--- src/sv/gtu_pkg.sv ---
// Shared types and constants for the GBK to UTF-8 stream converter.
`default_nettype none

package gtu_pkg;

   localparam int TABLE_DEPTH_DEF = 8192;
   localparam int ROW_WIDTH = 94;
   localparam int TBL_SUM_W = 14;

   localparam logic [15:0] MAX_OUT_RESET = 16'd256;
   localparam logic [15:0] ROOM_MARGIN = 16'd3;

   localparam logic KIND_TABLE = 1'b0;
   localparam logic KIND_STRING = 1'b1;

   localparam logic [7:0] BYTE_NUL = 8'h00;
   localparam logic [7:0] LEAD_LO = 8'hA1;
   localparam logic [7:0] LEAD_HI = 8'hF7;
   localparam logic [7:0] TRAIL_LO = 8'hA1;
   localparam logic [7:0] TRAIL_HI = 8'hFE;
   localparam logic [7:0] LEAD_MIN = 8'h81;
   localparam logic [7:0] ASCII_LIMIT = 8'h80;
   localparam logic [7:0] SUBST_CHAR = 8'h3F;
   localparam logic [7:0] UTF8_LEAD2 = 8'hC0;
   localparam logic [7:0] UTF8_LEAD3 = 8'hE0;
   localparam logic [7:0] UTF8_CONT = 8'h80;
   localparam logic [15:0] TWO_BYTE_LIMIT = 16'h0800;
   localparam logic [15:0] CP_NONE = 16'h0000;

   typedef struct packed {
      logic        valid;
      logic        kind;
      logic [7:0]  in_byte;
      logic [15:0] word;
   } gtu_item_type;

   typedef struct packed {
      logic        load;
      logic [1:0]  num;
      logic [7:0]  b0;
      logic [7:0]  b1;
      logic [7:0]  b2;
      logic        term;
      logic [15:0] length;
   } gtu_bundle_type;

endpackage

`default_nettype wire

--- src/sv/gtu_out_queue.sv ---
// Result register that sends the up to three bytes of one item in order.
`default_nettype none

module gtu_out_queue import gtu_pkg::*; (
   input  wire logic           clock,
   input  wire logic           reset,
   input  wire gtu_bundle_type bundle,
   output logic                can_load,
   output logic                rsp_valid,
   input  wire logic           rsp_stall,
   output logic [7:0]          rsp_out_byte,
   output logic                rsp_last,
   output logic [15:0]         rsp_out_length
);

   logic [1:0]  count_ff, count_in;
   logic [7:0]  s0_ff, s0_in;
   logic [7:0]  s1_ff, s1_in;
   logic [7:0]  s2_ff, s2_in;
   logic        term_ff, term_in;
   logic [15:0] len_ff, len_in;
   logic        pop;

   assign pop = (count_ff != 2'd0) && !rsp_stall;
   assign can_load = (count_ff == 2'd0) || ((count_ff == 2'd1) && pop);

   always_comb begin
      count_in = count_ff;
      s0_in = s0_ff;
      s1_in = s1_ff;
      s2_in = s2_ff;
      term_in = term_ff;
      len_in = len_ff;
      if (bundle.load) begin
         count_in = bundle.num;
         s0_in = bundle.b0;
         s1_in = bundle.b1;
         s2_in = bundle.b2;
         term_in = bundle.term;
         len_in = bundle.length;
      end else if (pop) begin
         count_in = count_ff - 2'd1;
         s0_in = s1_ff;
         s1_in = s2_ff;
      end
   end

   always_ff @(posedge clock) begin
      if (reset) begin
         count_ff <= 2'd0;
      end else begin
         count_ff <= count_in;
      end
   end

   always_ff @(posedge clock) begin
      s0_ff <= s0_in;
      s1_ff <= s1_in;
      s2_ff <= s2_in;
      term_ff <= term_in;
      len_ff <= len_in;
   end

   assign rsp_valid = (count_ff != 2'd0);
   assign rsp_out_byte = s0_ff;
   assign rsp_last = term_ff && (count_ff == 2'd1);
   assign rsp_out_length = rsp_last ? len_ff : 16'd0;

`ifndef ASSERT_OFF
   a_no_overrun: assert property (@(posedge clock) disable iff (reset)
      bundle.load |-> (count_ff == 2'd0) || ((count_ff == 2'd1) && pop))
      else $error("new bytes loaded over bytes not yet sent");

   a_keep_going: assert property (@(posedge clock) disable iff (reset)
      pop && (count_ff > 2'd1) && !bundle.load |=> rsp_valid)
      else $error("remaining bytes of an item were lost");

   a_term_zero: assert property (@(posedge clock) disable iff (reset)
      rsp_valid && rsp_last |-> rsp_out_byte == BYTE_NUL)
      else $error("terminator result carries a nonzero byte");
`endif

endmodule

`default_nettype wire

--- config.mk ---
export PLATFORM = sky130hd
export DESIGN_NAME = gtu_out_queue
export DESIGN_NICKNAME = d
export VERILOG_FILES = /design/src/sv/gtu_pkg.sv /design/src/sv/gtu_out_queue.sv
export SDC_FILE = /design/constraint.sdc
export NUM_CORES = 1
export LEC_CHECK = 0
export ABC_AREA = 1
export BUFFER_PORTS_ARGS = -buffer_cell sky130_fd_sc_hd__buf_4
export CAP_MARGIN = 40
export CELL_PAD_IN_SITES_DETAIL_PLACEMENT = 0
export CELL_PAD_IN_SITES_GLOBAL_PLACEMENT = 1
export CORE_MARGIN = 2
export CORE_UTILIZATION = 35
export CTS_CLUSTER_DIAMETER = 30
export CTS_CLUSTER_SIZE = 16
export DETAILED_ROUTE_END_ITERATION = 10
export HOLD_SLACK_MARGIN = 0.02
export PLACE_DENSITY_LB_ADDON = 0.3
export SYNTH_ARGS = -nofsm -noshare
export SYNTH_HDL_FRONTEND = slang
export SYNTH_SLANG_ARGS = --single-unit
--- constraint.sdc ---
create_clock -name clock -period 2.1 [get_ports clock]
set_input_delay 0 -clock clock [delete_from_list [all_inputs] [get_ports clock]]
set_output_delay 0 -clock clock [all_outputs]
set_load 0.005 [all_outputs]
==> results.toml <==
[global_routing]
grt_pass1_vias = 1361
grtUsageTotal_pct = 14.4
grt.met2_usage_pct = 27.3
antenna_found_initial = 0
grtUsageMet3_pct = 4.69
grt_pass1_wl_um = 5870
grt.overflow.total = 0
grt_max_degree = 27
grt-busiest-layer = "met2"
use_met1_pct = 14.8

[sta]
worstMarginPinSlew_ns = 0.316
max_freq_ghz = 0.720
fin_tns_setup_ns = 0
slew_viol_final = 0
setup_viol = 0
skew_ns = 0.00582
timing.final.crit_share_pct = 66.1
rsz0062_at_grt = "false"
period_minus_slack_ns = 1.39
hold_viol_final = 0
maxSlewHeadroom_pct = 78.9

[flow_run]
max_cap_viol_count = 0

[routing]
routed_via_density = 3.98
drt-total-wl_um = 3670
antenna_left = 0
drtIter0Drc = 35
wl_per_cell_um = 10.7
via_count = 1364
drt_pass1_iterations = 4
route.detailed.drc = 0

[clock_network]
cts_resized = 0
insertion_delay_ns = 0.28
numCtsBuffers = 5
cts_max_level = 2
post_cts_buffers = 0
clock_path_buffers = 2
cts-root-buf = "clkbuf_8"
clk_pin_slew_ns = 0.08
cts.sinks = 43
cts_tree = "built"

[die]
initial_core_util_pct = 36.7
dieArea_um2 = 5570
num_rows = 25
die_h_um = 74.6
die_w_um = 74.6
core_area_um2 = 4750
ios = 74

[synthesis]
postSynthAreaPerCell_um2 = 11.3
synth-main-ff-cell = "edfxtp_1"
synth_most_common_cell = "nand2_1"
synthArstFlopShare_pct = 0
synthesis.nets = 204
synth_cell_type_count = 13
yosysTopAreaCellShare_pct = 70.5
synth-seq-cells = 43
yosysTopAreaCell = "edfxtp_1"
syn_inst = 155
ys_warn_count = 0
synth_edf_count = 41
yosys-top-cells-count = "nand2_1 (57), edfxtp_1 (41), inv_1 (22), nor2_1 (22)"
yosysSeqAreaShare_pct = 72.8
synth.area.top_cells = "edfxtp_1 (70%), nand2_1 (12%), inv_1 (4.7%)"
mappedNetlistArea_um2 = 1750

[finish]
fin_nets = 324
syn2layout_area_growth_pct = 63.6
antenna_cells = 0
drive_gt1_share_pct = 31.2

[worst_setup_path]
critical_path_class = "flip-flop to primary output"
cp-startpoint = "count_ff[0]"
rrSetupSlack_ns = 0.75
ff2ff_path_depth = 4
r2r_start = "count_ff[0]"
worst-path-max-fanout = 17
critical_path_required_ns = 2.10
crit_path_end = "rsp_out_length[4]"
crit_arrival_ns = 1.39
r2r_end = "s1_ff[5]"
crit_path_end_kind = "primary output"
worstSetupStartpointType = "flip-flop"

[hold_path]
hp-class = "primary input to flip-flop"

[place]
gp_congestion = 0.685
portBuffers = 73
place_hpwl_um = 2330

[power_and_ir_drop]
power_mw = 1.85
peakVddDrop_uv = 467
leakagePower_nw = 1.37
p_per_area_nw_per_um2 = 647

[status]
status = "finished, final reports clean"
critical path, cell delays in order, from the launching register on:
cell     delay, ns
dfxtp_1       0.38
ha_1          0.20
nand2_2       0.20
nor2_1        0.19
buf_4         0.14
stage by stage:
stage / instances / hold WS [ns] / util (%) / cell area, µm² / setup slack [ns]
6_report: 343 / 0.0370 / 60.1 / 2860 / 0.711
5_1_grt: 343 / 0.0634 / 60.1 / 2860 / 0.547
3_5_place_dp: 293 / 0.179 / 49.6 / 2360 / 0.748
4_1_cts: 343 / 0.0406 / 60.1 / 2860 / 0.696
2_1_floorplan: 155 / 0.0989 / - / 1750 / 0.566
3_3_place_gp: 293 / 0.178 / 49.6 / 2360 / 0.783
state kept, by name, indices dropped and copies added (netlist names):
register,flops
rsp_out_byte,8
s2_ff,8
s1_ff,8
len_ff,16
term_ff,1
count_ff,2
cell families (layout without fill, tap and decap cells):
kind of cell / after synthesis / count (layout) / synth area share [%]
buf+inv: 27 / 148 / 7.09
fa+ha+maj: 2 / 2 / 1.43
simple gates: 81 / 81 / 17.7
flops: 43 / 43 / 72.8
compound gates: 2 / 2 / 1.00
worst min path at each step:
stage                              to  startpoint  depth (start not counted)  slack [ns]
after floorplan             len_ff[0]   bundle[0]                          0         0.1
after global placement     len_ff[12]  bundle[12]                          1        0.18
after detailed placement   len_ff[10]  bundle[10]                          1        0.18
after CTS                 count_ff[1]  bundle[42]                          5        0.04
after global routing      count_ff[1]  bundle[42]                          5        0.06
final                     count_ff[1]  bundle[42]                          5        0.04
power breakdown:
group          switching, mW  internal (mW)
combinational          0.125          0.183
sequential            0.0199           1.03
clock                  0.259          0.233
total                  0.404           1.44
per-layer routing:
layer / up-vias / wire length, µm
li1: 725 / -
met1: 588 / 1410
met2: 46 / 1940
met3: 5 / 274
met4: 0 / 37
met5: - / 0
final cells by class:
cell class              instances  area (µm²)
repair buffers                117         983
clock buffers                   7        76.3
clock inverters                 1        5.00
inverters                      23        86.3
fillers                       424        1900
well taps                      67        83.8
multi-input cells              85         352
flip-flops and latches         43        1270
timing repair:
action                     CTS  global route
hold endpoints to repair    43             0
hold buffers                42             0
setup endpoints to repair    0             0
placed cells by master (no fill, tap or decap):
cell type | Yosys | final
nand2_1 | 57 | 57
buf_4 | 1 | 75
inv_2 | 1 | 1
inv_1 | 22 | 22
edfxtp_1 | 41 | 41
dlygate4sd3_1 | 0 | 42
clkinv_2 | 0 | 1
clkbuf_8 | 1 | 5
dfxtp_1 | 2 | 2
nand2_2 | 2 | 2
o21ai_2 | 2 | 2
ha_1 | 2 | 2
clkbuf_1 | 0 | 2
nor2_1 | 22 | 22
Note: power is estimated with default switching activity, not from simulation.
