===== config.mk =====
export PLATFORM = sky130hd
export DESIGN_NAME = gtu_conv
export DESIGN_NICKNAME = d
export VERILOG_FILES = /design/src/sv/gtu_pkg.sv /design/src/sv/gtu_conv.sv
export SDC_FILE = /design/constraint.sdc
export NUM_CORES = 1
export LEC_CHECK = 0
export BUFFER_PORTS_ARGS = -buffer_cell sky130_fd_sc_hd__buf_2
export CORE_MARGIN = 2
export CORE_UTILIZATION = 40
export CTS_CLUSTER_DIAMETER = 40
export CTS_CLUSTER_SIZE = 10
export DETAILED_ROUTE_END_ITERATION = 16
export GPL_ROUTABILITY_DRIVEN = 0
export SLEW_MARGIN = 20
export SYNTH_ARGS = -nofsm -noshare
export SYNTH_HDL_FRONTEND = slang
export SYNTH_SLANG_ARGS = --single-unit

===== constraint.sdc =====
create_clock -name clock -period 4.92 [get_ports clock]
set_clock_uncertainty 0.2 [all_clocks]
set_input_delay 0.246 -clock clock [delete_from_list [all_inputs] [get_ports clock]]
set_output_delay 0.246 -clock clock [all_outputs]
set_load 0.02 [all_outputs]

===== src/sv/gtu_pkg.sv =====
// Shared types and constants for the GBK to UTF-8 stream converter.
`default_nettype none

package gtu_pkg;

   localparam int TABLE_DEPTH_DEF = 8192;
   localparam int ROW_WIDTH = 94;
   localparam int TBL_SUM_W = 14;

   localparam logic [15:0] MAX_OUT_RESET = 16'd256;
   localparam logic [15:0] ROOM_MARGIN = 16'd3;

   localparam logic KIND_TABLE = 1'b0;
   localparam logic KIND_STRING = 1'b1;

   localparam logic [7:0] BYTE_NUL = 8'h00;
   localparam logic [7:0] LEAD_LO = 8'hA1;
   localparam logic [7:0] LEAD_HI = 8'hF7;
   localparam logic [7:0] TRAIL_LO = 8'hA1;
   localparam logic [7:0] TRAIL_HI = 8'hFE;
   localparam logic [7:0] LEAD_MIN = 8'h81;
   localparam logic [7:0] ASCII_LIMIT = 8'h80;
   localparam logic [7:0] SUBST_CHAR = 8'h3F;
   localparam logic [7:0] UTF8_LEAD2 = 8'hC0;
   localparam logic [7:0] UTF8_LEAD3 = 8'hE0;
   localparam logic [7:0] UTF8_CONT = 8'h80;
   localparam logic [15:0] TWO_BYTE_LIMIT = 16'h0800;
   localparam logic [15:0] CP_NONE = 16'h0000;

   typedef struct packed {
      logic        valid;
      logic        kind;
      logic [7:0]  in_byte;
      logic [15:0] word;
   } gtu_item_type;

   typedef struct packed {
      logic        load;
      logic [1:0]  num;
      logic [7:0]  b0;
      logic [7:0]  b1;
      logic [7:0]  b2;
      logic        term;
      logic [15:0] length;
   } gtu_bundle_type;

endpackage

`default_nettype wire


===== src/sv/gtu_conv.sv =====
// Conversion decision, string state and the buffer size register.
`default_nettype none

module gtu_conv import gtu_pkg::*; (
   input  wire logic         clock,
   input  wire logic         reset,
   input  wire logic         csr_valid,
   output logic              csr_ready,
   input  wire logic [15:0]  csr_max_out,
   input  wire gtu_item_type item,
   input  wire logic         can_load,
   output logic              retire,
   output gtu_bundle_type    bundle
);

   logic [15:0] max_out_ff;
   logic        pend_ff, pend_in;
   logic [7:0]  lead_ff, lead_in;
   logic [15:0] cnt_ff, cnt_in;
   logic        room;
   logic        in_range;
   logic [15:0] cp;
   logic [1:0]  num;
   logic [7:0]  b0, b1, b2;
   logic        term;
   logic [15:0] length;

   assign csr_ready = 1'b1;

   assign room = (max_out_ff >= ROOM_MARGIN) && (cnt_ff < (max_out_ff - ROOM_MARGIN));
   assign in_range = (lead_ff >= LEAD_LO) && (lead_ff <= LEAD_HI)
                     && (item.in_byte >= TRAIL_LO) && (item.in_byte <= TRAIL_HI);
   assign cp = in_range ? item.word : CP_NONE;

   always_comb begin
      num = 2'd0;
      b0 = BYTE_NUL;
      b1 = BYTE_NUL;
      b2 = BYTE_NUL;
      term = 1'b0;
      length = 16'd0;
      pend_in = pend_ff;
      lead_in = lead_ff;
      if (item.kind == KIND_STRING) begin
         if (item.in_byte == BYTE_NUL) begin
            term = 1'b1;
            pend_in = 1'b0;
            lead_in = BYTE_NUL;
            if (pend_ff) begin
               num = 2'd2;
               b0 = SUBST_CHAR;
               length = cnt_ff + 16'd1;
            end else begin
               num = 2'd1;
               length = cnt_ff;
            end
         end else if (pend_ff) begin
            pend_in = 1'b0;
            if (cp == CP_NONE) begin
               num = 2'd1;
               b0 = SUBST_CHAR;
            end else if (cp < TWO_BYTE_LIMIT) begin
               num = 2'd2;
               b0 = UTF8_LEAD2 | {3'b000, cp[10:6]};
               b1 = UTF8_CONT | {2'b00, cp[5:0]};
            end else begin
               num = 2'd3;
               b0 = UTF8_LEAD3 | {4'b0000, cp[15:12]};
               b1 = UTF8_CONT | {2'b00, cp[11:6]};
               b2 = UTF8_CONT | {2'b00, cp[5:0]};
            end
         end else if (room) begin
            if (item.in_byte < ASCII_LIMIT) begin
               num = 2'd1;
               b0 = item.in_byte;
            end else if (item.in_byte >= LEAD_MIN) begin
               pend_in = 1'b1;
               lead_in = item.in_byte;
            end else begin
               num = 2'd1;
               b0 = SUBST_CHAR;
            end
         end
      end
      cnt_in = term ? 16'd0 : (cnt_ff + {14'd0, num});
   end

   assign retire = item.valid && ((num == 2'd0) || can_load);

   assign bundle.load = retire && (num != 2'd0);
   assign bundle.num = num;
   assign bundle.b0 = b0;
   assign bundle.b1 = b1;
   assign bundle.b2 = b2;
   assign bundle.term = term;
   assign bundle.length = length;

   always_ff @(posedge clock) begin
      if (reset) begin
         max_out_ff <= MAX_OUT_RESET;
         pend_ff <= 1'b0;
         lead_ff <= BYTE_NUL;
         cnt_ff <= 16'd0;
      end else begin
         if (csr_valid && csr_ready) begin
            max_out_ff <= csr_max_out;
         end
         if (retire) begin
            pend_ff <= pend_in;
            lead_ff <= lead_in;
            cnt_ff <= cnt_in;
         end
      end
   end

`ifndef ASSERT_OFF
   a_term_clears: assert property (@(posedge clock) disable iff (reset)
      retire && (item.kind == KIND_STRING) && (item.in_byte == BYTE_NUL)
      |=> (cnt_ff == 16'd0) && !pend_ff)
      else $error("string state not cleared after terminator");

   a_pair_closes: assert property (@(posedge clock) disable iff (reset)
      retire && (item.kind == KIND_STRING) && (item.in_byte != BYTE_NUL) && pend_ff
      |=> !pend_ff)
      else $error("lead byte still pending after its trail byte");

   a_count_step: assert property (@(posedge clock) disable iff (reset)
      retire && !term
      |=> cnt_ff == ($past(cnt_ff) + {14'd0, $past(num)}))
      else $error("emitted count does not match bytes produced");
`endif

endmodule

`default_nettype wire


==> results of run 1 <==
synthesized netlist by cell type (2+ instances only):
library cell and number:
a2111o_1 2, nand3_1 17, ha_1 19, and3_1 8, nand4_1 10, o21ai_4 2
a221o_1 2, buf_2 2, nor4_2 2, o21ai_1 15, inv_1 9, or3_2 3
nor2b_1 5, or4_1 2, nor3_1 11, or3_1 8, and2_1 7, mux2i_1 21
o21ai_0 4, nor4_1 6, conb_1 2, nor2_1 57, o21a_1 3, inv_2 4
a211o_1 2, buf_4 6, dfxtp_1 41, a21oi_1 37, xor2_1 15, clkbuf_1 15
nand2_1 37, nand2_4 2, xnor2_1 17
layer usage:
layer	vias to the layer above	wire, µm
li1	1691	-
met1	1519	4050
met2	106	3990
met3	7	536
met4	0	80
met5	-	0
what timing repair did:
item / CTS / global route
setup endpoints to repair: 0 / 12
hold endpoints to repair: 12 / 0
resized for setup: 0 / 6
hold buffers: 12 / 0
metrics by stage:
stage | worst slack [ns] | instance area [µm²] | hold slack, ns | std cells
6_report | 0.387 | 4020 | 0.000341 | 620
5_1_grt | 0.0341 | 4020 | 0.0254 | 620
4_1_cts | 0.189 | 4000 | 0.00174 | 620
3_5_place_dp | 0.196 | 3780 | 0.263 | 601
3_3_place_gp | 0.324 | 3780 | 0.258 | 601
2_1_floorplan | 0.377 | 3310 | 0.168 | 428
worst paths after layout:
| check | depth (start not counted) | slack, ns | end | start |
|---|---|---|---|---|
| hold reg to reg | 2 | 0.28 | lead_ff[2] | lead_ff[2] |
| setup / recovery | 18 | 0.39 | cnt_ff[9] | max_out_ff[0] |
| hold / removal | 3 | 0.0003 | max_out_ff[6] | csr_max_out[6] |
| setup reg to reg | 18 | 0.39 | cnt_ff[9] | max_out_ff[0] |
cell usage in the layout (no fill, tap or decap), types with 3 or more instances in the layout:
cell / instances
buf_2: 88
nor2_1: 57
dfxtp_1: 41
nand2_1: 37
a21oi_1: 37
mux2i_1: 21
ha_1: 19
nand3_1: 17
xnor2_1: 17
xor2_1: 15
o21ai_1: 15
dlygate4sd3_1: 12
nor3_1: 11
nand4_1: 10
inv_1: 9
and3_1: 8
or3_1: 8
and2_1: 7
nor4_1: 6
clkbuf_8: 6
nor2b_1: 5
o21ai_0: 4
inv_2: 4
buf_4: 4
o21a_1: 3
or3_2: 3
conb_1: 3
logic make-up after synthesis:
| group | share of synthesized area [%] |
|---|---|
| flops | 24.9 |
| compound gates | 18.4 |
| fa+ha+maj | 7.81 |
| mux | 6.37 |
| simple gates | 28.5 |
| buf+inv | 5.38 |
| xor+xnor | 8.49 |
| other cells | 0.227 |
power breakdown:
part | total [W] | internal (W) | switching, W | leakage, nW
sequential | 0.000358 | 0.000343 | 0.0000154 | 0.334
combinational | 0.000171 | 0.0000750 | 0.0000959 | 1.36
clock | 0.000231 | 0.000111 | 0.000120 | 0.0433
worst max-delay path: cells and delay by family, from the launching register on:
kind            cells  cell delay [ns]
compound gates      9             1.71
xor+xnor            1             0.16
fa+ha+maj           3             0.73
flops               1             0.35
simple gates        5             1.35
sequential cells by signal (all words and copies together), names as in the netlist:
signal      flops
lead_ff         8
cnt_ff         16
max_out_ff     16
pend_ff         1
area by class of cell:
type / count / share of cell area [%]
Multi-Input combinational cell: 349 / 58.0
Timing Repair Buffer: 104 / 14.7
Clock inverter: 1 / 0.187
Sequential cell: 41 / 20.4
Clock buffer: 6 / 2.06
Tap cell: 105 / 3.27
Inverter: 14 / 1.37
==> Implementation_results.wiki, run 1 <==
{| class="wikitable"
! Metric !! Value
|-
| Outcome || finished, final reports clean
|-
| FF+latch area || 821 µm²
|-
| Critical Path Sink Type || register
|-
| Worst Path Required || 4.96 ns
|-
| Residual antenna-violating net count after detailed routing || 0
|-
| Setup-failing EPs final || 0
|-
| Global-route congestion overflow total || 0
|-
| Signal arrival time at the worst endpoint || 4.57 ns
|-
| Slowest-stage cell, CP || or4_1
|-
| Top cell type's share of synthesized area || 24.9%
|-
| GR Layer Usage met1 || 24.7%
|-
| Series of cell instances along the critical path || ha_1 -> nor3_2 -> nand3b_1 -> or4_1 -> xor2_1 -> ha_1 -> nand2_1 -> o21a_1 -> o221a_2 -> o211a_4 -> a21oi_2 -> a311o_1 -> o21ai_1 -> ha_1 -> a21o_2 -> o2111ai_2 -> or3_1 -> a21oi_1
|-
| Full die area || 9000 µm²
|-
| Transition time of the tightest slew-check pin || around 0.66 ns
|-
| Die height || 94.9 µm
|-
| Number of enable flip-flop cells after synthesis || 0
|-
| Pwr per Cell Area || between 150 and 200 nW/µm²
|-
| Clock buffer count from CTS || 5
|-
| Site Rows || 33
|-
| Startpoint type of the worst setup path || register
|-
| Main flop type after synthesis || dfxtp_1
|-
| Core utilization of the finished layout || 49.6%
|-
| Syn Std Cell Area || 3300 µm²
|-
| Post-layout min period || 4.53 ns
|-
| Clock latency at the later pin of the worst-skew pair || 0.30 ns
|-
| Max-cap check violation count || 0
|-
| Total global-route track usage || about 19%
|-
| Area used by multi-input combinational logic || 2330 µm²
|-
| Floorplan die width || 94.9 µm
|-
| Highest cell delay on the worst timing path || 0.45 ns
|-
| Area added between synthesis and finish || 21.7%
|-
| Post-detailed-route wirelength per cell || ~14 µm
|-
| GR Util met3 || 2.47%
|-
| Area of the core || around 8100 µm²
|-
| Total I/O pin count || about 90
|-
| Largest net degree at the start of global routing || 27
|-
| Buffer depth of the longest clock path || 2
|-
| Post-route setup TNS || 0 ns
|-
| Clk Tree Root Cell || clkbuf_8
|-
| Sequential fraction of the synthesis area || 24.9%
|-
| Critical path class || reg -> reg
|-
| Total Power Consumption || 0.000761 W
|-
| Global Route met2 Usage || between 30% and 40%
|-
| Final-report hold violation count || 0
|-
| Worst ir drop on vdd || 0.128 mV
|-
| Via count normalized by instance count || ~5.4
|-
| Unrepaired setup endpoints after global routing || false
|-
| Total wirelength of the detailed-routed design || 8660 µm
|-
| Vias in the first global route || 3103
|-
| Asr flop ratio synth || 0%
|-
| Final nets || 581
|-
| Leading area contributor after synthesis || dfxtp_1
|-
| Period utilisation layout || slightly above 90%
|-
| Worst max-slew margin expressed relative to the limit || 55.7%
|-
| Antenna diodes || 0
|-
| LEAKAGE || between 1.5 and 2 nW
|-
| Total half-perimeter wirelength after legalization and detailed placement || between 6000 and 7000 µm
|-
| Global routing's busiest layer || met2
|-
| Detailed Route Iter0 Violations || roughly 160
|-
| First-pass GRT wire length || 14100 µm
|-
| Sinks on the clock net || 41
|-
| Peak clock frequency supported by timing || 221 MHz
|-
| Biggest fanout along the worst timing path || 7
|-
| Fill count || 844
|-
| Yosys warnings || 0
|-
| Mean cell area of the mapped netlist || 7.73 µm²
|-
| Number of register bits inferred by synthesis || 41
|-
| Synthesized instance count || 427
|-
| CTS tree || built
|-
| Total via count after detailed routing || around 3.3k
|-
| Fraction of layout cells with a size suffix above 1 || 25.4%
|-
| Starting utilization of the core area || 40.8%
|-
| Max Transition Viols Final || 0
|-
| DRC || 0
|-
| Most numerous cell on the critical path || ha_1
|-
| Number of setup buffers added after CTS || 0
|-
| Unique cell type count in the Yosys netlist || 67
|-
| H-tree lvl count || 2
|-
| Port-buffer cells || 88
|-
| Number of optimization iterations in the first detailed-route pass || 4
|-
| Type of the worst min-delay path || in -> reg
|-
| Antenna violations before repair || 0
|-
| Cell types with the largest area share after synthesis || dfxtp_1 25%, ha_1 7.2%, nor2_1 6.5%, mux2i_1 6.4%, a21oi_1 5.6%
|-
| Clk pin slew, worst setup/hold paths || 0.09 ns
|}
(Power assumes the default switching activity.)
==> inputs of run 2 (changes only) <==
Settings changed: HOLD_SLACK_MARGIN set to 0.15.
==> run 2 against run 1 <==
Count of clock-buffer cells in the layout unchanged. Critical endpoint unchanged. Die area unchanged. Total power increased by 0.95%. Design area increased by 2.5%. Critical path type unchanged. Largest cell class unchanged.
==> Implementation_results.wiki, run 2 (synthesis gave the netlist of run 1 again) <==
{| class="wikitable"
! Metric !! Value
|-
| Outcome || finished, final reports clean
|-
| Fraction of layout cells with a size suffix above 1 || 25.0%
|-
| Signal arrival time at the worst endpoint || 4.56 ns
|-
| Commonest cells after routing, fill and taps aside || 88 x buf_2, 57 x nor2_1, 41 x dfxtp_1
|-
| Series of cell instances along the critical path || ha_1 -> nor3_2 -> nand3b_1 -> or4_1 -> xor2_1 -> ha_1 -> nand2_1 -> o21a_1 -> o221a_2 -> o211a_4 -> a21oi_2 -> a311o_1 -> o21ai_1 -> ha_1 -> a21o_2 -> o2111ai_2 -> or3_1 -> a21oi_1
|-
| Peak clock frequency supported by timing || 221 MHz
|-
| Total Power Consumption || 0.000768 W
|-
| Buffer depth of the longest clock path || 2
|-
| DRC || 0
|-
| Unrepaired setup endpoints after global routing || false
|-
| Clock latency at the later pin of the worst-skew pair || 0.30 ns
|-
| Die height || 94.9 µm
|-
| Worst max-slew margin expressed relative to the limit || a little under three fifths
|-
| Total wirelength of the detailed-routed design || 8710 µm
|-
| Full die area || 9000 µm²
|-
| Largest registers in the final layout || cnt_ff x16, max_out_ff x16, lead_ff x8
|-
| Detailed Route Iter0 Violations || 172
|-
| Period utilisation layout || 91.9%
|-
| Core utilization of the finished layout || 50.9%
|-
| Post-route setup TNS || 0 ns
|-
| Clock buffer count from CTS || 5
|-
| Most numerous cell on the critical path || ha_1
|-
| Critical Path Sink Type || register
|-
| Worst ir drop on vdd || 0.128 mV
|-
| Vias in the first global route || 3128
|-
| Final Worst Setup Slack || 0.396 ns
|-
| Startpoint type of the worst setup path || register
|-
| Port-buffer cells || 88
|-
| Clk Tree Root Cell || clkbuf_8
|-
| Highest cell delay on the worst timing path || 0.45 ns
|-
| Pwr per Cell Area || 187 nW/µm²
|-
| CTS tree || built
|-
| Max Transition Viols Final || 0
|-
| Total via count after detailed routing || about 3.3k
|-
| Largest net degree at the start of global routing || 27
|-
| Clk pin slew, worst setup/hold paths || roughly 0.090 ns
|-
| Starting utilization of the core area || 40.8%
|-
| Post-place setup slack || slightly below 0.2 ns
|-
| Slowest-stage cell, CP || or4_1
|-
| Critical path class || reg -> reg
|-
| Setup-failing EPs final || 0
|-
| Final nets || 591
|-
| Number of optimization iterations in the first detailed-route pass || 4
|-
| H-tree lvl count || 2
|-
| Total global-route track usage || 19.6%
|-
| LEAKAGE || 1.77 nW
|-
| Antenna violations before repair || 0
|-
| Global-route congestion overflow total || 0
|-
| Antenna diodes || 0
|-
| Total I/O pin count || 92
|-
| Post-detailed-route wirelength per cell || 13.8 µm
|-
| Area added between synthesis and finish || 24.7%
|-
| Worst reg-to-reg path cell count || 18
|-
| Min-Delay Path Depth || 2
|-
| Residual antenna-violating net count after detailed routing || 0
|-
| Total half-perimeter wirelength after legalization and detailed placement || 6790 µm
|-
| First-pass GRT wire length || 14300 µm
|-
| Transition time of the tightest slew-check pin || 0.656 ns
|-
| Sinks on the clock net || 41
|-
| Final-report hold violation count || 0
|-
| Type of the worst min-delay path || in -> reg
|-
| Site Rows || 33
|-
| Leading cell type in the layout, fill and taps excluded || buf_2
|-
| Biggest fanout along the worst timing path || 7
|-
| Max-cap check violation count || 0
|-
| Floorplan die width || 94.9 µm
|-
| Fill count || 830
|-
| Post-layout min period || approximately 4.5 ns
|-
| Area of the core || 8090 µm²
|-
| Worst Path Required || 4.96 ns
|-
| Via count normalized by instance count || 5.31
|}
==> run 2: path summary, 6_finish.rpt <==
path         slack (ns)             to          start
max                0.40      cnt_ff[9]  max_out_ff[0]
min                0.17  max_out_ff[6]          reset
max reg2reg        0.40      cnt_ff[9]  max_out_ff[0]
min reg2reg        0.28     lead_ff[2]     lead_ff[2]
==> run 2: power breakdown <==
| group | internal (W) | total (W) | leakage [nW] | switching [W] |
|---|---|---|---|---|
| Sequential | 0.000343 | 0.000359 | 0.334 | 0.0000156 |
| Clock | 0.000111 | 0.000232 | 0.0433 | 0.000121 |
| Combinational | 0.0000802 | 0.000177 | 1.40 | 0.0000969 |
==> run 2: layer usage <==
metal,up-vias,track usage [%],part of all wire (%)
li1,1715,-,-
met1,1526,24.9,48
met3,5,2.47,5.8
met2,97,35.3,46
met4,0,4.35,0.77
met5,-,0,0
==> run 2: repair_timing <==
item                                   4_1_cts  5_1_grt
resized for setup                            0        6
setup endpoints to repair                    0       12
hold buffers                                22        0
buffers inserted                             0        0
endpoints found under the hold margin       22        0
==> run 2: layout make-up <==
class / count / area, µm² / area share, %
Clock buffer: 6 / 82.6 / 2.01
Sequential cell: 41 / 821 / 19.9
Clock inverter: 1 / 7.51 / 0.182
Timing Repair Buffer: 114 / 691 / 16.8
Multi-Input combinational cell: 349 / 2330 / 56.6
Inverter: 14 / 55.1 / 1.34
Tap cell: 105 / 131 / 3.19
==> run 2: through the flow <==
step | instance area [µm²] | hold slack (ns) | cells
6_report | 4120 | 0.175 | 630
5_1_grt | 4120 | 0.197 | 630
4_1_cts | 4100 | 0.176 | 630
3_5_place_dp | 3780 | 0.263 | 601
3_3_place_gp | 3780 | 0.258 | 601
2_1_floorplan | 3310 | 0.168 | 428
==> run 2: worst max-delay path: cells and delay by family, from the launching register on <==
family,cells,cell delay [ns]
XOR/XNOR,1,0.16
AND/OR/NAND/NOR,5,1.34
AO/OA/AOI/OAI,9,1.71
flip-flops,1,0.35
adder cells (fa/ha/maj),3,0.73
